==> src/rtl/core/roil_pkg.sv <==
// Shared types and constants for the recency-ordered identifier list.
`default_nettype none
package roil_pkg;

   // Default number of cells in the row
   localparam int CAPACITY_DEF = 64;

   // Width of a position or count at the largest supported capacity (256)
   localparam int CNT_W = 9;

   localparam int ID_W   = 32;
   localparam int FUNC_W = 2;
   localparam int OUT_W  = 7;

   // Request function codes
   localparam logic [FUNC_W-1:0] FUNC_ADD    = 2'd0;
   localparam logic [FUNC_W-1:0] FUNC_REMOVE = 2'd1;
   localparam logic [FUNC_W-1:0] FUNC_RANK   = 2'd2;

   // Which neighbour a cell takes its identifier from
   typedef enum logic [1:0] {
      SHIFT_NONE,
      SHIFT_LEFT,
      SHIFT_RIGHT
   } shift_type;

   // Request sequencer states
   typedef enum logic [1:0] {
      ST_IDLE,
      ST_RESOLVE,
      ST_APPLY
   } state_type;

   // Update command broadcast to every cell of the row
   typedef struct packed {
      logic             en;
      shift_type        mode;
      logic [CNT_W-1:0] lo;
      logic [CNT_W-1:0] hi;
      logic             load_en;
      logic [CNT_W-1:0] load_idx;
   } cell_op_type;

endpackage
`default_nettype wire

==> src/rtl/core/roil_if.sv <==
// Request and response channel interfaces of the recency-ordered identifier list.
`default_nettype none
interface roil_req_if;
   logic        valid;
   logic        ready;
   logic [1:0]  func;
   logic [31:0] ident;
   logic        to_head;
   logic        move_existing;

   modport source (output valid, func, ident, to_head, move_existing, input ready);
   modport sink   (input valid, func, ident, to_head, move_existing, output ready);
endinterface

interface roil_rsp_if;
   logic       valid;
   logic       ready;
   logic       was_present;
   logic       newly_added;
   logic [6:0] rank;
   logic       refused_full;
   logic [6:0] length;

   modport source (output valid, was_present, newly_added, rank, refused_full, length,
                   input ready);
   modport sink   (input valid, was_present, newly_added, rank, refused_full, length,
                   output ready);
endinterface
`default_nettype wire

==> src/rtl/core/roil_ctrl.sv <==
// Request sequencer: resolves the match position, drives the cell row and holds the response.
`default_nettype none
module roil_ctrl
   import roil_pkg::*;
#(
   parameter int CAPACITY = CAPACITY_DEF
) (
   input  wire logic                clock,
   input  wire logic                reset,
   roil_req_if.sink                 req_ch,
   roil_rsp_if.source               rsp_ch,
   input  wire logic [CAPACITY-1:0] match_vec,
   output logic                     cmp_en,
   output logic [ID_W-1:0]          cmp_ident,
   output logic [ID_W-1:0]          load_ident,
   output cell_op_type              op
);

   localparam int CW = $clog2(CAPACITY + 1);
   localparam logic [CW-1:0] CAP_CNT = CW'(CAPACITY);

   state_type state_ff;
   state_type state_in;

   logic [CW-1:0]     count_ff;
   logic [CW-1:0]     count_in;
   logic [FUNC_W-1:0] func_ff;
   logic [ID_W-1:0]   ident_ff;
   logic              to_head_ff;
   logic              move_ff;
   logic              found_ff;
   logic [CW-1:0]     pos_ff;

   logic              rsp_valid_ff;
   logic              present_ff;
   logic              added_ff;
   logic [OUT_W-1:0]  rank_ff;
   logic              refused_ff;
   logic [OUT_W-1:0]  length_ff;

   logic              req_xfer;
   logic              resolve_en;
   logic              apply_go;
   logic              rsp_free;

   logic [CAPACITY-1:0] match_live;
   logic [CW-1:0]       pos_or;
   logic                added_in;
   logic                refused_in;

   assign req_xfer = req_ch.valid && req_ch.ready;
   assign rsp_free = !rsp_valid_ff || rsp_ch.ready;

   // Next state
   always_comb begin
      state_in = state_ff;
      case (state_ff)
         ST_IDLE:    if (req_xfer) state_in = ST_RESOLVE;
         ST_RESOLVE: state_in = ST_APPLY;
         ST_APPLY:   if (rsp_free) state_in = ST_IDLE;
         default:    state_in = ST_IDLE;
      endcase
   end

   // State outputs; refuse requests while in reset
   always_comb begin
      req_ch.ready = 1'b0;
      resolve_en   = 1'b0;
      apply_go     = 1'b0;
      case (state_ff)
         ST_IDLE:    req_ch.ready = !reset;
         ST_RESOLVE: resolve_en   = 1'b1;
         ST_APPLY:   apply_go     = rsp_free;
         default:    req_ch.ready = 1'b0;
      endcase
   end

   assign cmp_en     = req_xfer;
   assign cmp_ident  = req_ch.ident;
   assign load_ident = ident_ff;

   // Mask matches beyond the fill level and encode the single matching position
   always_comb begin
      pos_or = '0;
      for (int i = 0; i < CAPACITY; i++) begin
         match_live[i] = match_vec[i] && (CW'(i) < count_ff);
         if (match_live[i]) begin
            pos_or = pos_or | CW'(i);
         end
      end
   end

   // Build the row update from the resolved position
   always_comb begin
      op         = '0;
      op.mode    = SHIFT_NONE;
      op.en      = apply_go;
      count_in   = count_ff;
      added_in   = 1'b0;
      refused_in = 1'b0;
      case (func_ff)
         FUNC_ADD: begin
            if (!found_ff) begin
               if (count_ff == CAP_CNT) begin
                  refused_in = 1'b1;
               end else begin
                  added_in = 1'b1;
                  count_in = count_ff + 1'b1;
                  op.load_en = 1'b1;
                  if (to_head_ff) begin
                     op.mode     = SHIFT_LEFT;
                     op.lo       = CNT_W'(1);
                     op.hi       = CNT_W'(count_ff) + 1'b1;
                     op.load_idx = '0;
                  end else begin
                     op.load_idx = CNT_W'(count_ff);
                  end
               end
            end else if (move_ff) begin
               op.load_en = 1'b1;
               if (to_head_ff) begin
                  op.mode     = SHIFT_LEFT;
                  op.lo       = CNT_W'(1);
                  op.hi       = CNT_W'(pos_ff) + 1'b1;
                  op.load_idx = '0;
               end else begin
                  op.mode     = SHIFT_RIGHT;
                  op.lo       = CNT_W'(pos_ff);
                  op.hi       = CNT_W'(count_ff) - 1'b1;
                  op.load_idx = CNT_W'(count_ff) - 1'b1;
               end
            end
         end
         FUNC_REMOVE: begin
            if (found_ff) begin
               op.mode  = SHIFT_RIGHT;
               op.lo    = CNT_W'(pos_ff);
               op.hi    = CNT_W'(count_ff) - 1'b1;
               count_in = count_ff - 1'b1;
            end
         end
         default: begin
            count_in = count_ff;
         end
      endcase
   end

   // Control registers
   always_ff @(posedge clock) begin
      if (reset) begin
         state_ff     <= ST_IDLE;
         count_ff     <= '0;
         rsp_valid_ff <= 1'b0;
      end else begin
         state_ff <= state_in;
         if (apply_go) begin
            count_ff     <= count_in;
            rsp_valid_ff <= 1'b1;
         end else if (rsp_ch.ready) begin
            rsp_valid_ff <= 1'b0;
         end
      end
   end

   // Request, resolve and response payload
   always_ff @(posedge clock) begin
      if (req_xfer) begin
         func_ff    <= req_ch.func;
         ident_ff   <= req_ch.ident;
         to_head_ff <= req_ch.to_head;
         move_ff    <= req_ch.move_existing;
      end
      if (resolve_en) begin
         found_ff <= |match_live;
         pos_ff   <= (|match_live) ? pos_or : count_ff;
      end
      if (apply_go) begin
         present_ff <= found_ff;
         added_ff   <= added_in;
         rank_ff    <= OUT_W'(pos_ff);
         refused_ff <= refused_in;
         length_ff  <= OUT_W'(count_in);
      end
   end

   assign rsp_ch.valid        = rsp_valid_ff;
   assign rsp_ch.was_present  = present_ff;
   assign rsp_ch.newly_added  = added_ff;
   assign rsp_ch.rank         = rank_ff;
   assign rsp_ch.refused_full = refused_ff;
   assign rsp_ch.length       = length_ff;

`ifndef SYNTHESIS
   // Fill level never passes the capacity
   a_count_bound: assert property (@(posedge clock) disable iff (reset)
      count_ff <= CAP_CNT)
      else $error("fill level above capacity");

   // Identifiers in the list are distinct, so at most one live cell matches
   a_single_match: assert property (@(posedge clock) disable iff (reset)
      (state_ff == ST_RESOLVE) |-> $onehot0(match_live))
      else $error("more than one cell matched");

   // A refused insert only happens on a full list
   a_refused_full: assert property (@(posedge clock) disable iff (reset)
      (rsp_valid_ff && refused_ff) |-> (length_ff == OUT_W'(CAPACITY)))
      else $error("insert refused below capacity");

   // A fresh insert never reports an identifier already present
   a_added_absent: assert property (@(posedge clock) disable iff (reset)
      (rsp_valid_ff && added_ff) |-> (!present_ff && !refused_ff))
      else $error("insert flagged for a present identifier");
`endif

endmodule
`default_nettype wire

==> src/flat_wrapper.sv <==
// flat-port wrapper written by rule: the top's interface ports become plain ports
module roil_ctrl_flat import roil_pkg::*;
#(
   parameter int CAPACITY = CAPACITY_DEF
)
  (clock, reset, match_vec, cmp_en, cmp_ident, load_ident, op, req_ch_valid, req_ch_func, req_ch_ident, req_ch_to_head, req_ch_move_existing, req_ch_ready, rsp_ch_valid, rsp_ch_was_present, rsp_ch_newly_added, rsp_ch_rank, rsp_ch_refused_full, rsp_ch_length, rsp_ch_ready);
  roil_req_if req_ch_i ();
  roil_rsp_if rsp_ch_i ();
  input  wire logic clock;
  input  wire logic reset;
  input  wire logic [CAPACITY-1:0] match_vec;
  output logic cmp_en;
  output logic [ID_W-1:0] cmp_ident;
  output logic [ID_W-1:0] load_ident;
  output cell_op_type op;
  input wire logic [$bits(req_ch_i.valid)-1:0] req_ch_valid;
  input wire logic [$bits(req_ch_i.func)-1:0] req_ch_func;
  input wire logic [$bits(req_ch_i.ident)-1:0] req_ch_ident;
  input wire logic [$bits(req_ch_i.to_head)-1:0] req_ch_to_head;
  input wire logic [$bits(req_ch_i.move_existing)-1:0] req_ch_move_existing;
  output wire logic [$bits(req_ch_i.ready)-1:0] req_ch_ready;
  output wire logic [$bits(rsp_ch_i.valid)-1:0] rsp_ch_valid;
  output wire logic [$bits(rsp_ch_i.was_present)-1:0] rsp_ch_was_present;
  output wire logic [$bits(rsp_ch_i.newly_added)-1:0] rsp_ch_newly_added;
  output wire logic [$bits(rsp_ch_i.rank)-1:0] rsp_ch_rank;
  output wire logic [$bits(rsp_ch_i.refused_full)-1:0] rsp_ch_refused_full;
  output wire logic [$bits(rsp_ch_i.length)-1:0] rsp_ch_length;
  input wire logic [$bits(rsp_ch_i.ready)-1:0] rsp_ch_ready;
  assign req_ch_i.valid = req_ch_valid;
  assign req_ch_i.func = req_ch_func;
  assign req_ch_i.ident = req_ch_ident;
  assign req_ch_i.to_head = req_ch_to_head;
  assign req_ch_i.move_existing = req_ch_move_existing;
  assign req_ch_ready = req_ch_i.ready;
  assign rsp_ch_valid = rsp_ch_i.valid;
  assign rsp_ch_was_present = rsp_ch_i.was_present;
  assign rsp_ch_newly_added = rsp_ch_i.newly_added;
  assign rsp_ch_rank = rsp_ch_i.rank;
  assign rsp_ch_refused_full = rsp_ch_i.refused_full;
  assign rsp_ch_length = rsp_ch_i.length;
  assign rsp_ch_i.ready = rsp_ch_ready;
  roil_ctrl #(.CAPACITY(CAPACITY)) u_core (.clock(clock), .reset(reset), .req_ch(req_ch_i), .rsp_ch(rsp_ch_i), .match_vec(match_vec), .cmp_en(cmp_en), .cmp_ident(cmp_ident), .load_ident(load_ident), .op(op));
endmodule
==> config.mk <==
export PLATFORM = sky130hd
export DESIGN_NAME = roil_ctrl_flat
export DESIGN_NICKNAME = d
export VERILOG_FILES = /design/src/rtl/core/roil_pkg.sv /design/src/rtl/core/roil_if.sv /design/src/rtl/core/roil_ctrl.sv /design/src/flat_wrapper.sv
export SDC_FILE = /design/constraint.sdc
export NUM_CORES = 1
export LEC_CHECK = 0
export BUFFER_PORTS_ARGS = -buffer_cell sky130_fd_sc_hd__buf_4
export CAP_MARGIN = 20
export CORE_ASPECT_RATIO = 0.6
export CORE_MARGIN = 3
export CORE_UTILIZATION = 40
export CTS_CLUSTER_DIAMETER = 60
export CTS_CLUSTER_SIZE = 10
export DETAILED_ROUTE_END_ITERATION = 6
export GPL_TIMING_DRIVEN = 0
export HOLD_SLACK_MARGIN = 0.06
export PLACE_DENSITY = 0.69
export SLEW_MARGIN = 10
export SYNTH_ARGS = -nofsm -noshare
export SYNTH_HDL_FRONTEND = slang
export SYNTH_SLANG_ARGS = --single-unit
==> constraint.sdc <==
create_clock -name clock -period 5.2 [get_ports clock]
set_input_delay 0.26 -clock clock [delete_from_list [all_inputs] [get_ports clock]]
set_output_delay 0.26 -clock clock [all_outputs]
set_load 0.02 [all_outputs]
Yosys cells after proc, flatten, opt, wreduce, memory -nomap -nowiden
Cells that the tools add are included.
{"block": "totals", "regBits": 71, "word_cells": 288}
{"block": "classes", "addsub": 5, "n_eq_ne": 6, "magnitude_cmp": 64, "muxes": 125, "reduce_logical": 74}
{"op": "$mux 30", "n": 8}
{"op": "$lt 6x7->1 const A", "n": 32}
{"op": "$mux 6", "n": 32}
{"op": "$mux 20", "n": 9}
{"op": "$lt 5x7->1 const A", "n": 16}
{"op": "$mux 5", "n": 16}
{"op": "$mux 7", "n": 11}
{"op": "$logic_and 1x1->1", "n": 65}
{"op": "$reduce_or 64->1", "n": 1}
{"op": "$mux 9", "n": 7}
{"op": "$lt 4x7->1 const A", "n": 8}
{"op": "$pmux 20 s2", "n": 1}
{"op": "$mux 4", "n": 8}
{"op": "$lt 3x7->1 const A", "n": 4}
{"op": "$mux 1", "n": 19}
{"op": "$mux 19", "n": 1}
{"op": "$add 7x1->8 const B", "n": 2}
{"op": "$lt 1x7->1 const A", "n": 2}
{"op": "$lt 2x7->1 const A", "n": 2}
{"op": "$pmux 7 s2", "n": 1}
{"op": "$mux 2", "n": 6}
{"op": "$mux 3", "n": 4}
{"op": "$mux 10", "n": 1}
{"op": "$sub 7x1->8 const B", "n": 1}
{"op": "other kinds (14)", "n": 17}

Depth between registers and ports, before layout
{"block": "logic_depth", "depth_word": 66, "mapped_depth": 13, "ltp_nobuf": 10}

Worst setup path after synthesis
No wires, ideal clock.
{"block": "synth_timing", "path_kind": "reg-to-output", "start": "register u_core.count_ff[1]", "end": "output port op[16] (netlist bit)", "arrival_ns": 2.853, "setup_slack_ns": 2.087, "path_stages_with_launch": 12, "required_ns": 4.940, "n_path_buf": 3, "cell_sequence": "dfxtp_1 > clkbuf_1 > clkbuf_1 > inv_1 > ha_1 > clkbuf_1 > or3b_1 > nor3_1 > xnor2_1 > mux2i_1 > a21oi_1 > o32ai_1"}
{"element": "start, declared", "line": "roil_ctrl.sv:25", "text": "logic [CW-1:0] count_ff;"}
{"element": "start signal, assigned", "line": "roil_ctrl.sv:157", "text": "count_ff <= count_in;"}
{"element": "end, declared", "line": "flat_wrapper.sv:15", "text": "output cell_op_type op;"}

==> results.md <==
- Status: complete, no violations
- Post-synth top flop: edfxtp_1
- Root buffer cell: clkbuf_16
- Post-Syn Area: 4940 sq um
- Crit. path cell count: 13
- Slowest-stage cell, CP: or3b_1
- Top post-synthesis cells by area: edfxtp_1, buf_4, a21oi_1, dfxtp_1, nor2_1
- DP Wirelength: 17200 um
- Final Wtd Congestion: 0.997
- Synth cell count leaders: edfxtp_1, nor2_1, a21oi_1
- IO Pins: 219
- Top sig layer: met5
- Setup-failing EPs final: 0
- Count leader, synth: edfxtp_1
- Clock H-tree levels: 3
- Final hold violations: 0
- Cell taking the most area after synthesis: edfxtp_1
- Die X: 149 um
- Post-CTS Setup Bufs: 0
- Port Buffers: 215
- CTS Sinks: 71
- Crit path launch type: flop
- CP Capture Type: output port
- First-pass GRT wire length: between 30000 and 40000 um
- Vias per inst: 5.88
- Post-cts sizing count: 0
- CTS tree: yes
- HP Class: primary input to flop
- WL final: 21600 um
- Cell variety after synth: 75
- Core Util, Final: 60.4%
- Final min period: 4560 ps
- R2R Path Start: u_core.count_ff[1]$_SDFFE_PP0P_
- Grt total ovfl: 0
- Synth Area per Inst: 9.01 sq um
- Routed WL per cell: 23.0 um
- Number of max-cap violations: 0
- CTS Buf Count: 9
- Final setup TNS: 0 ps
- Initial antenna violation count: 0
- Core footprint: 11700 sq um
- Reg clk slew, reported paths: roughly 60 ps
- DIE AREA: 13800 sq um
- Largest stage delay, worst path: 470 ps
- Clock skew: 4.28 ps
- Worst R2R Path Depth: 11
- Kind of critical path: flop to output port
- GRT Util Overall: 30.1%
- Worst Path Max Fanout: 10
- Sequential cell area fraction in the yosys report: 41.2%
- Hold Buf Count CTS: 0
- Clock Latency Late Sink: 340 ps
- Post-route ant nets: 0
- Via count: 5529
- Crit share post-route: 87.6%
- Async S/R FF share, synth: 0%
- Hold_sp: req_ch_to_head
- Metal3 WL: just over 3000 um
- Crit-path most repeated cell: clkbuf_1
- Synth Register Bits: 71
- Pwr Density: 243 nW/um^2
- Critical path's top delay family: buffers and inverters
- Starting Density: 42.3%
- Buffers and inverters on the worst path: 5
- M1 WL: 9170 um
- Hold depth: 1
- Final Max Slew Viols: 0
- Final nets: 884
- Largest net degree at the start of global routing: 38
- Cell breakdown of the critical path: clkbuf_1 > clkbuf_1 > inv_1 > ha_1 > clkbuf_1 > or3b_1 > nor3_1 > nand2_1 > a21o_1 > nand2_1 > a21oi_1 > a21o_1 > buf_4
- CP Launch Point: u_core.count_ff[1]$_SDFFE_PP0P_
- CP Data Required Time: 4940 ps
- Peak supply drop: 0.159 mV
- Initial DRC count: 719
- Top cell type's share of synthesized area: 37.1%
- RSZ-0062 raised after global routing: false
- Drt drc: 0
- Cells after synthesis: 548
- Synth Warn #: 0
- Crit path DAT: 4300 ps
- Deepest clock path buffer count: 2
- # diodes: 0
- Leakage: 3.07 nW
- Vias in the first global route: 5088
- Share of layout cells above drive strength 1: 37.1%
- Die Y: roughly 92 um
- Drt pass-1 iters: 5
- Rows: 30
- Met2 routed WL: between 9000 and 10000 um
- Max-slew headroom at the worst pin: 28.8%
- Highest clock rate: 219 MHz
- Area grow syn2layout: 42.9%
- Least-Margin Pin Slew: 1070 ps
- Post-synth EDFFs: slightly above 60
placed cells by master (no fill, tap or decap), drive strengths merged, types with 6 or more instances in the layout:
cell type,count
and2,14
nor2,49
clkbuf,42
edfxtp,61
xnor2,10
o22ai,12
o211ai,8
nor2b,6
dfxtp,10
a21o,6
nor3,13
o21ai,42
or2,6
nand2,39
a31oi,9
o21a,7
xor2,6
buf,261
mux2i,7
inv,14
nand3,13
a21oi,46
state kept, by name, summed over array words and instances (netlist names):
register                    flops
u_core.rsp_ch.valid             1
u_core.rsp_ch.length            7
u_core.to_head_ff               1
u_core.pos_ff                   7
u_core.state_ff                 2
u_core.rsp_ch.was_present       1
u_core.func_ff                  2
u_core.load_ident              32
u_core.rsp_ch.refused_full      1
u_core.rsp_ch.newly_added       1
u_core.rsp_ch.rank              7
u_core.found_ff                 1
u_core.count_ff                 7
u_core.move_ff                  1
per-stage QoR:
step           instance area [sq um]  instances  power (mW)  setup WS [ps]  hold WS, ps
6_report                        7050        940        1.71            643         97.5
5_1_grt                         7050        940        1.77            517         86.5
4_1_cts                         7050        940        1.71            785         90.6
3_5_place_dp                    6760        924        1.11           1150          440
3_3_place_gp                    6750        924        1.10           1210          439
2_1_floorplan                   4940        549       0.913           2090          359
kinds of logic (layout without fill, tap and decap cells):
kind of cell | count (synthesis) | after routing | synth area share [%]
AND/OR/NAND/NOR | 178 | 178 | 18.7
AO/OA/AOI/OAI | 171 | 171 | 22.8
buffers and inverters | 91 | 322 | 9.96
flip-flops | 71 | 71 | 41.2
XOR/XNOR | 16 | 16 | 2.84
multiplexers | 11 | 11 | 2.33
adder cells (fa/ha/maj) | 9 | 9 | 2.08
other | 1 | 2 | 0.0760
path summary, 6_finish.rpt:
kind	end	slack (ps)
worst max-delay path	op[19]	640
worst min-delay path	u_core.to_head_ff$_DFFE_PP_	100
worst max register to register	u_core.count_ff[6]$_SDFFE_PP0P_	990
worst min register to register	u_core.rsp_ch.valid$_SDFFE_PP0P_	530
cell type report:
| cell class | count | area (sq um) |
|---|---|---|
| fillers | 1037 | 4620 |
| multi-input cells | 387 | 2420 |
| flip-flops and latches | 71 | 2030 |
| repair buffers | 215 | 1610 |
| plain buffers | 78 | 443 |
| clock buffers | 10 | 229 |
| well taps | 160 | 200 |
| clock inverters | 6 | 60.1 |
| inverters | 13 | 48.8 |
metal layers:
metal / track usage (%) / vias up
met1: 43.3 / 2671
met4: 5.71 / 2
met3: 12.5 / 29
met5: 4.62 / -
met2: 41.8 / 371
li1: - / 2456
power by group:
part	leakage [nW]	total (mW)	internal (mW)	switching [mW]
Clock	0.142	0.603	0.369	0.233
Sequential	0.646	0.666	0.652	0.0137
Combinational	2.28	0.442	0.196	0.246
(Power assumes the default switching activity.)
