$ cat config.mk
export PLATFORM = sky130hd
export DESIGN_NAME = roil_cell
export DESIGN_NICKNAME = d
export VERILOG_FILES = /design/src/rtl/core/roil_pkg.sv /design/src/rtl/core/roil_cell.sv
export SDC_FILE = /design/constraint.sdc
export NUM_CORES = 1
export LEC_CHECK = 0
export BUFFER_PORTS_ARGS = -buffer_cell sky130_fd_sc_hd__buf_4
export CORE_MARGIN = 2
export CORE_UTILIZATION = 41
export DETAILED_ROUTE_END_ITERATION = 10
export PLACE_DENSITY = 0.87
export SYNTH_ARGS = -nofsm -noshare
export SYNTH_HDL_FRONTEND = slang
export SYNTH_SLANG_ARGS = --single-unit
$ cat constraint.sdc
create_clock -name clock -period 7.75 [get_ports clock]
set_input_delay 1.1625 -clock clock [delete_from_list [all_inputs] [get_ports clock]]
set_output_delay 1.1625 -clock clock [all_outputs]
set_load 0.005 [all_outputs]
$ cat src/rtl/core/roil_pkg.sv
// Shared types and constants for the recency-ordered identifier list.
`default_nettype none
package roil_pkg;

   // Default number of cells in the row
   localparam int CAPACITY_DEF = 64;

   // Width of a position or count at the largest supported capacity (256)
   localparam int CNT_W = 9;

   localparam int ID_W   = 32;
   localparam int FUNC_W = 2;
   localparam int OUT_W  = 7;

   // Request function codes
   localparam logic [FUNC_W-1:0] FUNC_ADD    = 2'd0;
   localparam logic [FUNC_W-1:0] FUNC_REMOVE = 2'd1;
   localparam logic [FUNC_W-1:0] FUNC_RANK   = 2'd2;

   // Which neighbour a cell takes its identifier from
   typedef enum logic [1:0] {
      SHIFT_NONE,
      SHIFT_LEFT,
      SHIFT_RIGHT
   } shift_type;

   // Request sequencer states
   typedef enum logic [1:0] {
      ST_IDLE,
      ST_RESOLVE,
      ST_APPLY
   } state_type;

   // Update command broadcast to every cell of the row
   typedef struct packed {
      logic             en;
      shift_type        mode;
      logic [CNT_W-1:0] lo;
      logic [CNT_W-1:0] hi;
      logic             load_en;
      logic [CNT_W-1:0] load_idx;
   } cell_op_type;

endpackage
`default_nettype wire

$ cat src/rtl/core/roil_cell.sv
// One cell of the list: holds one identifier, compares it and shifts with its neighbours.
`default_nettype none
module roil_cell
   import roil_pkg::*;
#(
   parameter int IDX = 0
) (
   input  wire logic            clock,
   input  wire logic            cmp_en,
   input  wire logic [ID_W-1:0] cmp_ident,
   input  wire logic [ID_W-1:0] load_ident,
   input  wire cell_op_type     op,
   input  wire logic [ID_W-1:0] left_id,
   input  wire logic [ID_W-1:0] right_id,
   output logic [ID_W-1:0]      id,
   output logic                 match
);

   localparam logic [CNT_W-1:0] MY_IDX = CNT_W'(IDX);

   logic [ID_W-1:0] id_ff;
   logic [ID_W-1:0] id_in;
   logic            match_ff;
   logic            match_in;
   logic            in_range;

   // Decide whether this cell lies in the span that shifts
   assign in_range = (MY_IDX >= op.lo) && (MY_IDX < op.hi);

   // Select the next identifier: load, take from a neighbour, or hold
   always_comb begin
      id_in = id_ff;
      if (op.en) begin
         if (op.load_en && (MY_IDX == op.load_idx)) begin
            id_in = load_ident;
         end else if (in_range) begin
            case (op.mode)
               SHIFT_LEFT:  id_in = left_id;
               SHIFT_RIGHT: id_in = right_id;
               default:     id_in = id_ff;
            endcase
         end
      end
   end

   // Capture the compare result when a request is transferred
   assign match_in = cmp_en ? (id_ff == cmp_ident) : match_ff;

   always_ff @(posedge clock) begin
      id_ff    <= id_in;
      match_ff <= match_in;
   end

   assign id    = id_ff;
   assign match = match_ff;

endmodule
`default_nettype wire

Yosys cells after proc, flatten, opt, wreduce, memory -nomap -nowiden. Index checks and enable logic that the tools add are counted.

Register bits: 33. Input port bits: 161. Word-level logic and storage cells: 16. Output and inout port bits: 33.

Muxes and demuxes: 3. Reduce and logical (&&, ||, !) cells: 6. Order comparisons: 2. Equal/unequal tests: 3.

Operators with widths (number): $mux 32 (2); $pmux 32 s2 (1); $eq 32x32->1 (1); $ge 1x9->1 const A (1); $logic_not 9->1 (1); $lt 1x9->1 const A (1); $reduce_and 3->1 (1); $reduce_bool 3->1 (1); $eq 2x1->1 const B (1); $eq 2x2->1 const B (1); $logic_and 1x1->1 (2); $reduce_bool 2->1 (1).

Logic depth before layout (Yosys ltp). Gate-level depths: netlist of run 1.

Word-level depth: 4. Mapped depth: 5. Mapped depth without buffers: 4.

Worst setup path after synthesis of run 1. Ideal clock, no wire load.

Kind: input port to flip-flop. Start: in op[1] in the netlist's numbering. End: reg id_ff[0] (netlist: id[0]), enable pin. Cell stages on the path: 3. Path buffers: 0. Library setup time: 0.471 ns. Slack: 3.327 ns. Arrival: 3.952 ns. Required time: 7.279 ns. Cell sequence: nor4_4 > nand4_1 > a21boi_0.

Word-level cells in the longest chain between the ends: 4. Elaborated cells between the ends (all ways): 5. Those cells by class: reduce/logical (5).

Ends and longest elaborated chain: start: declaration (RTL line roil_cell.sv:12) `input wire cell_op_type op,`; $logic_not 9->1 (*) (RTL line roil_cell.sv:34) `if (op.load_en && (MY_IDX == op.load_idx)) begin`; $logic_and 1x1->1 (*) (RTL line roil_cell.sv:34); $reduce_bool 3->1 (no line) or $reduce_bool 2->1 (tied branches); $reduce_and 3->1 (no line) (*); end signal: assignment (RTL line roil_cell.sv:50) `id_ff <= id_in;`; end: declaration (RTL line roil_cell.sv:21) `logic [ID_W-1:0] id_ff;`.

Mark *: on every way between the ends. The rest lies on a longest branch, timed or not. A chain may end at the register's enable or synchronous reset.

Worst setup path in the final report of run 1.
Start: in op[1] in the netlist's numbering. End: reg id_ff[6] (netlist: id[6]), enable pin.

The elaborated chain is that of the path after synthesis.

==> flow_metrics.tcl, run 1 <==
set metrics [dict create \
    run_status "completed" \
    leakage_nw 1.70 \
    synth-simple-area-share 0.138 \
    num_rows 26 \
    hp-class "reg -> reg" \
    die_w_microns 76.7 \
    synth_top_area_frac 0.457 \
    layout-drive-gt1-share 0.533 \
    cts_sinks 33 \
    async_flop_share 0 \
    cts-root-buf "clkbuf_8" \
    n_antenna_cell 0 \
    detail-route-antenna-nets 0 \
    crit_fanout 32 \
    synth_area_leader_cell "edfxtp_1" \
    fin_area_sq_um 3720 \
    drc 0 \
    synth-warning-count 0 \
    crit_chain "buf_4, nor4_4, nand4_1, a21boi_4" \
    floorplan.die_area_sq_um 5890 \
    wl_microns 7030 \
    cts_resized 0 \
    max_stage_delay_ps 880 \
    cp-end-kind "flip-flop" \
    dr_wl_met2_microns 3820 \
    ys.flop_type "edfxtp_1" \
    hold_buffers 0 \
    globalplace.congestion 0.745 \
    syn_area_sq_um 2170 \
    first_pass_iters 4 \
    power_switching_share 0.223 \
    dp_slack_ps 4640 \
    final_util 0.728 \
    h-tree-depth 2 \
    maxCapViolCount 0 \
    finalSetupTns_ps 0 \
    final_nets 550 \
    cpMaxStageDelayCell "a21boi_4" \
    hold-worst-slack_ps 844 \
    post_dp_cell_area_sq_um 3630 \
    muxShareOfSynthArea 0.148 \
    tightestPinTransition_ps 1200 \
    coreArea_sq_um 5110 \
    fin_cells 460 \
    dp_cells 452 \
    power_per_cell_area_nw_per_um2 114 \
    synthTopCellsByArea "edfxtp_1 (46%), mux2i_1 (15%), xor2_1 (13%)" \
    synth_nets 360 \
    yosysUniqueCellTypes 19 \
    start_kind "input port" \
    cts_tree "done" \
    synthAdderAreaFrac 0 \
    period_share 0.361 \
    drt_first_iter_violations 70 \
    synth_top_family_by_area "multiplexers" \
    track_usage 0.236 \
    seq_power_share 0.467 \
    period_needed_ps 2800 \
    maxSlewHeadroom 0.201 \
    grt_max_degree 65 \
    io_buffers 193 \
    syn_area_per_cell_sq_um 10.9 \
    setup_slack_ps 4950 \
    ys_seq_area_frac 0.457 \
    synth_xor_area_frac 0.133 \
    power.switching_mw 0.0944 \
    post_cts_buffers 0 \
    setup_viol 0 \
    cts_buffer_depth 2 \
    gr-total-overflow 0 \
    cts.clk_slew.worst_paths_ps 70 \
    required_ps 7650 \
    route.vias.total 2256 \
    arrival_ps 2700 \
    p_int_mw 0.330 \
    syn-instance-count 199 \
    crit_type "in -> reg" \
    comb_power_share 0.237 \
    hold_viol_final 0 \
    synth_edf_count 33 \
    clock_latency_ps 280 \
    io_pins 194 \
    met1_length_microns 2320 \
    fin_skew_ps 3.84 \
    fmax_mhz 357 \
    rsz0062_at_grt "false" \
    synth-compound-area-share 0.0825 \
    numCtsBuffers 5 \
    ir_drop_v 0.0000644 \
    detailed_place_hpwl_microns 5740 \
    drt-wirelength-per-cell_microns 15.3 \
    drv_slew 0 \
    grt_pass1_wl_microns 10900 \
    grt_pass1_vias 2417 \
    initial_core_util 0.425 \
    antenna_found_initial 0 \
    wl_met3_microns 613 \
    die_h_microns 76.7 \
    clockPowerShare 0.296 \
    highest_layer "met4" \
    syn_to_final_growth_pct 71.3 \
    vias_per_cell 4.90 \
    fillers 410 \
    synth_seq_cells 33 \
    power_mw 0.424 \
]
power by group through the flow:
stage                     clock network (mW)  registers [mW]  logic, mW
final                                  0.125           0.198      0.100
after global routing                   0.133           0.198      0.109
after CTS                              0.126           0.198      0.101
after detailed placement                   0           0.202      0.101
after global placement                     0           0.202     0.0984
after floorplan                            0           0.202     0.0307
kinds of logic after synthesis:
family                 count (synthesis)
AO/OA/AOI/OAI                         33
XOR/XNOR                              33
buffers and inverters                 10
flip-flops                            33
multiplexers                          32
AND/OR/NAND/NOR                       58
cell usage after synthesis, types with 2 or more instances:
library cell,number
buf_2,3
edfxtp_1,33
buf_6,6
a21oi_1,29
nor4_1,11
nor2_1,36
mux2i_1,32
a21oi_2,3
xor2_1,32
nor2b_1,2
nand4_1,4
area by class of cell:
| cell class | count | area, sq um | share of cell area |
|---|---|---|---|
| clock buffers | 6 | 72.6 | 0.0195 |
| clock inverters | 2 | 10.0 | 0.00269 |
| multi-input cells | 156 | 1110 | 0.298 |
| flip-flops and latches | 33 | 991 | 0.267 |
| well taps | 70 | 87.6 | 0.0236 |
| repair buffers | 193 | 1450 | 0.390 |
final timing paths:
kind / depth (start not counted) / endpoint / slack, ps / start
worst max register to register: 4 / match / 6370 / id[31]
worst min-delay path: 4 / match / 840 / id[17]
worst min register to register: 4 / match / 840 / id[17]
worst max-delay path: 4 / id[6] / 4950 / op[1]
per-layer routing:
| metal | up-vias | track usage |
|---|---|---|
| met2 | 127 | 0.455 |
| met4 | 0 | 0.102 |
| li1 | 1104 | - |
| met3 | 26 | 0.0729 |
| met5 | - | 0 |
| met1 | 999 | 0.228 |
flip-flops by register name (all words and copies together) (netlist names):
name	count
id	32
match	1
critical path, delay by kind of cell:
kind,cells,cell delay [ps]
buffers and inverters,1,120
and+or+nand+nor,2,520
AOI/OAI and AO/OA,1,880
layout by cell type (no fill, tap or decap):
cell type / instances
xor2_1: 32
edfxtp_1: 33
nor2b_4: 1
xnor2_1: 1
clkbuf_1: 1
a21oi_2: 3
mux2i_1: 32
nand4_1: 4
buf_4: 193
a21boi_4: 1
nor4_1: 11
nor2_2: 1
nor2_1: 36
clkbuf_8: 5
a21oi_1: 29
nor4_4: 1
nand3_1: 1
clkinv_2: 2
nand4_4: 1
nor3_1: 1
nor2b_1: 1
(Power assumes the default switching activity.)
==> run 2: changes to the inputs <==
Settings changed: ABC_AREA set to 1, CORE_UTILIZATION 41 to 37, PLACE_DENSITY 0.87 to 0.77.
Clock period 7.75 ns to 2.3 ns, I/O delays scaled along.
==> run 2 against run 1 <==
Compared with the run above: register-to-register slack got worse by 5300 ps; die area rose by 33%; first-iteration DRC count rose by 37%; count of clock-buffer cells in the layout did not move; combinational power rose to 4.0 times the previous value; worst hold slack got worse by 580 ps; wire length rose by 30%; non-clock buffer count rose by 8; critical path type unchanged; largest power group unchanged; highest routed layer unchanged.
==> flow_metrics.tcl, run 2 <==
set metrics [dict create \
    run_status "completed" \
    grt_use_met3 0.0382 \
    numCtsBuffers 5 \
    hold_depth 1 \
    syn-instance-count 439 \
    initial_core_util 0.386 \
    synth_area_leader_cell "edfxtp_1" \
    maxSlewHeadroom 0.767 \
    tightestPinTransition_ps 349 \
    top_usage_layer "met2" \
    synth_seq_cells 33 \
    synth-warning-count 0 \
    wl_microns 9140 \
    drc 0 \
    async_flop_share 0 \
    n_antenna_cell 0 \
    io_buffers 193 \
    detailed_place_hpwl_microns 7460 \
    vias_per_cell 4.59 \
    arrival_ps 1310 \
    drt_first_iter_violations 96 \
    die_w_microns 88.7 \
    setup_viol 0 \
    globalplace.congestion 0.901 \
    crit_fanout 32 \
    synthTopCellsByArea "edfxtp_1 (37%), nand2_1 (30%), nand3_1 (12%)" \
    synth_nets 600 \
    floorplan.die_area_sq_um 7860 \
    rr_startpoint "id[30]" \
    cts_resized 0 \
    track_usage 0.226 \
    largest_register_ffs 32 \
    cts_buffer_depth 2 \
    synth_top_area_frac 0.374 \
    clock_latency_ps 270 \
    antenna_found_initial 0 \
    period_needed_ps 1330 \
    first_pass_iters 4 \
    synth_commonest_cells "nand2_1 (209), nand3_1 (65), nor2_1 (53)" \
    io_pins 194 \
    crit_type "in -> reg" \
    r2r_setup_slack_ps 1110 \
    use_met1 0.268 \
    hold-worst-slack_ps 267 \
    hold_viol_final 0 \
    min_to "match" \
    yosysMostFrequentCell "nand2_1" \
    cts_sinks 33 \
    hp-class "in -> reg" \
    power_per_cell_area_nw_per_um2 343 \
    grtUsageMet2 0.421 \
    detail-route-antenna-nets 0 \
    layout-drive-gt1-share 0.334 \
    coreArea_sq_um 6870 \
    maxCapViolCount 0 \
    hold_start "cmp_en" \
    rsz0062_at_grt "false" \
    gr-total-overflow 0 \
    post_dp_cell_area_sq_um 4220 \
    ys.flop_type "edfxtp_1" \
    grt_pass1_wl_microns 13600 \
    cts.clk_slew.worst_paths_ps 60 \
    syn_area_sq_um 2650 \
    cts_tree "done" \
    r2r_end "match" \
    syn_to_final_growth_pct 62.2 \
    ys_seq_area_frac 0.374 \
    die_h_microns 88.7 \
    ir_drop_v 0.000246 \
    fin_skew_ps 2.65 \
    grt_pass1_vias 3065 \
    fin_area_sq_um 4300 \
    leakage_nw 2.46 \
    syn_area_per_cell_sq_um 6.04 \
    route.vias.total 3325 \
    period_share 0.580 \
    hold_buffers 0 \
    yosysUniqueCellTypes 14 \
    required_ps 2270 \
    drv_slew 0 \
    final_common_cell "nand2_1" \
    layout_common_cells "nand2_1 (209), buf_4 (200), nand3_1 (65)" \
    h-tree-depth 2 \
    fmax_mhz 749 \
    drt-wirelength-per-cell_microns 12.6 \
    cts-root-buf "clkbuf_8" \
    cp-end-kind "flip-flop" \
    num_rows 30 \
    post_cts_buffers 0 \
    synth_edf_count 33 \
    finalSetupTns_ps 0 \
    start_kind "input port" \
    grt_max_degree 33 \
    final_nets 788 \
    rr_worst_depth 7 \
]
==> run 2: cell count changes in the layout (fill, tap and decap cells not counted), sizes merged, moves of 16 or more <==
cell   before  now
nand2       0  209
a21oi      32    0
xor2       32    3
inv         0   50
nand3       1   65
nor2       37   53
mux2i      32    0
==> run 2: cell type report <==
cell class | count | area [sq um]
fillers | 665 | 2570
repair buffers | 201 | 1520
multi-input cells | 336 | 1400
flip-flops and latches | 33 | 991
inverters | 50 | 188
well taps | 96 | 120
clock buffers | 6 | 72.6
clock inverters | 2 | 10.0
==> run 2: layer usage <==
metal | wire [microns] | part of all wire | vias up
met5 | 0 | 0 | -
met4 | 131 | 0.014 | 0
met3 | 598 | 0.065 | 10
met2 | 4760 | 0.52 | 131
met1 | 3650 | 0.40 | 1456
li1 | - | - | 1728
==> run 2: metrics by stage <==
stage / std cells / util / worst slack, ps / total power [mW]
detailed placement: 716 / 0.614 / 663 / 1.08
CTS: 724 / 0.626 / 961 / 1.49
global placement: 716 / 0.614 / 677 / 1.07
finish: 724 / 0.626 / 965 / 1.48
floorplan: 439 / - / 42.3 / 0.826
global route: 724 / 0.626 / 877 / 1.56
==> run 2: critical path, stage by stage <==
cell and delay (ps):
buf_4 160, inv_1 60, nand2_1 40, nand2_1 60
nand2_1 50, nor2_1 80, nand2_1 100, a21boi_4 180
buf_12 220
==> run 2: how the worst max path moves through the flow <==
stage / start / cells after the start / to / slack (ps)
5_1_grt: op[7] / 5 / id[24] / 880
2_1_floorplan: op[7] / 3 / id[0] / 40
6_report: op[29] / 9 / id[13] / 970
3_5_place_dp: op[29] / 9 / id[20] / 660
3_3_place_gp: op[23] / 7 / id[17] / 680
4_1_cts: op[29] / 9 / id[9] / 960
==> run 2: cell families (layout without fill, tap and decap cells) <==
logic type,after synthesis,in the layout,share of synthesized area
XOR/XNOR,3,3,0.00991
buffers and inverters,70,259,0.103
AO/OA/AOI/OAI,1,1,0.00283
AND/OR/NAND/NOR,332,332,0.510
flip-flops,33,33,0.374
==> run 2: report_power, final <==
| part | switching (mW) | total (mW) | internal, mW |
|---|---|---|---|
| logic | 0.164 | 0.400 | 0.236 |
| registers | 0.000746 | 0.669 | 0.668 |
| clock network | 0.198 | 0.407 | 0.209 |
==> run 3: changes to the inputs <==
Clock period 2.3 ns to 1.2 ns, I/O delays scaled along.
==> run 3 against run 2 <==
Compared with the run above: the flow now finishes with violations (setup timing); sequential power is 91% higher; flip-flop and latch count stayed put; largest power group unchanged; utilization is 2.0 points higher; non-clock buffer count is 7 higher; clock power is 95% higher; worst hold slack worse by 170 ps.
==> flow_metrics.tcl, run 3 (synthesis gave the netlist of run 2 again) <==
set metrics [dict create \
    clockPowerShare 0.277 \
    fin_area_sq_um 4440 \
    h-tree-depth 2 \
    power_switching_share 0.250 \
    gr-total-overflow 0 \
    crit_buf_inv 3 \
    initial_core_util 0.386 \
    vias_per_cell 4.63 \
    tightestPinTransition_ps 336 \
    start_kind "input port" \
    leakage_nw 2.52 \
    wl_microns 9500 \
    crit_type "in -> reg" \
    final_util 0.646 \
    drt_first_iter_violations 120 \
    rsz0062_at_grt "true" \
    detailed_place_hpwl_microns 7530 \
    run_status "finished with violations" \
    die_h_microns 88.7 \
    cts_tree "done" \
    comb_power_share 0.274 \
    layout-drive-gt1-share 0.357 \
    cts-root-buf "clkbuf_8" \
    grt_pass1_wl_microns 14200 \
    violations "setup timing" \
    cp-end-kind "flip-flop" \
    power_per_cell_area_nw_per_um2 645 \
    first_pass_iters 4 \
    p_int_mw 2.15 \
    detail-route-antenna-nets 0 \
    power_mw 2.86 \
    num_rows 30 \
    arrival_ps 1240 \
    max_stage_delay_ps 320 \
    drc 0 \
    dp_slack_ps -263 \
    grt_pass1_vias 3197 \
    seq_power_share 0.448 \
    cts_buffer_depth 2 \
    drt-wirelength-per-cell_microns 13.0 \
    hold_viol_final 0 \
    power.switching_mw 0.714 \
    floorplan.die_area_sq_um 7860 \
    crit_chain "buf_4, inv_2, nand2_2, nand2_1, nand2_1, nor2_1, nand2_1, a21boi_4, clkbuf_16" \
    fillers 647 \
    setup_slack_ps -43.8 \
    crit_family "buffers and inverters" \
    antenna_found_initial 0 \
    io_buffers 193 \
    largest_register_ffs 32 \
    coreArea_sq_um 6870 \
    numCtsBuffers 5 \
    track_usage 0.236 \
    fin_skew_ps 6.54 \
    cts.clk_slew.worst_paths_ps 60 \
    drv_slew 0 \
    fmax_mhz 804 \
    setup_viol 24 \
    required_ps 1200 \
    syn_to_final_growth_pct 67.3 \
    clock_latency_ps 280 \
    final_common_cell "nand2_1" \
    io_pins 194 \
    grt_max_degree 33 \
    final_nets 795 \
    period_share 1.04 \
    cpMaxStageDelayCell "a21boi_4" \
    route.vias.total 3382 \
    globalplace.congestion 0.926 \
    post_dp_cell_area_sq_um 4220 \
    maxCapViolCount 0 \
    ir_drop_v 0.000401 \
    hp-class "in -> reg" \
    period_needed_ps 1240 \
    cts_sinks 33 \
    layout_common_cells "nand2_1 (207), buf_4 (200), nand3_1 (65)" \
    maxSlewHeadroom 0.776 \
    cpMostUsedCell "nand2_1" \
    n_antenna_cell 0 \
    die_w_microns 88.7 \
    crit_fanout 8 \
]
## run 3: cell count changes in the layout (fill, tap and decap cells not counted)
cell | before | now
buf_6 | 0 | 5
clkbuf_16 | 0 | 2
inv_1 | 50 | 48
inv_2 | 0 | 2
nand2_1 | 209 | 207
nand2_2 | 0 | 2
nor2_1 | 53 | 48
nor2_2 | 0 | 5
nor3_1 | 2 | 1
nor3_4 | 0 | 1
## run 3: power groups by stage
stage          clock [mW]  sequential (mW)  combinational, mW
6_report            0.793             1.28              0.785
5_1_grt             0.865             1.28              0.873
4_1_cts             0.808             1.28              0.773
3_5_place_dp            0             1.31              0.770
3_3_place_gp            0             1.31              0.749
2_1_floorplan           0             1.31              0.279
## run 3: what timing repair did
item | in CTS | in global routing
gates resized for setup | 2 | 11
buffers inserted | 2 | 2
cloned | 0 | 3
pin swaps | 6 | 13
setup endpoints to repair | 1 | 34
hold buffers | 0 | 0
## run 3: per-stage QoR
step / instances / hold WS, ps / TNS [ps]
2_1_floorplan: 439 / 292 / -16180
5_1_grt: 731 / 89.9 / -2960
3_5_place_dp: 716 / 382 / -14470
4_1_cts: 726 / 93.7 / -19.3
6_report: 731 / 100 / -672
3_3_place_gp: 716 / 378 / -11860
## run 3: routing by layer
layer,GRT usage,wire length [microns],vias to the layer above
met3,0.0280,509,12
met1,0.272,3780,1496
met4,0.0634,139,0
met5,0,0,-
met2,0.455,5070,130
li1,-,-,1744
## run 3: final cells by class
class / instances / area (sq um) / share of cell area
Clock buffer: 6 / 72.6 / 0.0164
Clock inverter: 2 / 10.0 / 0.00226
Inverter: 50 / 188 / 0.0423
Multi-Input combinational cell: 336 / 1430 / 0.322
Sequential cell: 33 / 991 / 0.223
Tap cell: 96 / 120 / 0.0271
Timing Repair Buffer: 208 / 1630 / 0.367
## run 3: path summary, 6_finish.rpt
kind	startpoint	end	slack (ps)	cells after the start
worst max register to register	id[9]	match	0	7
worst max-delay path	op[28]	id[1]	-40	9
worst min register to register	id[14]	match	860	7
worst min-delay path	cmp_en	match	100	1
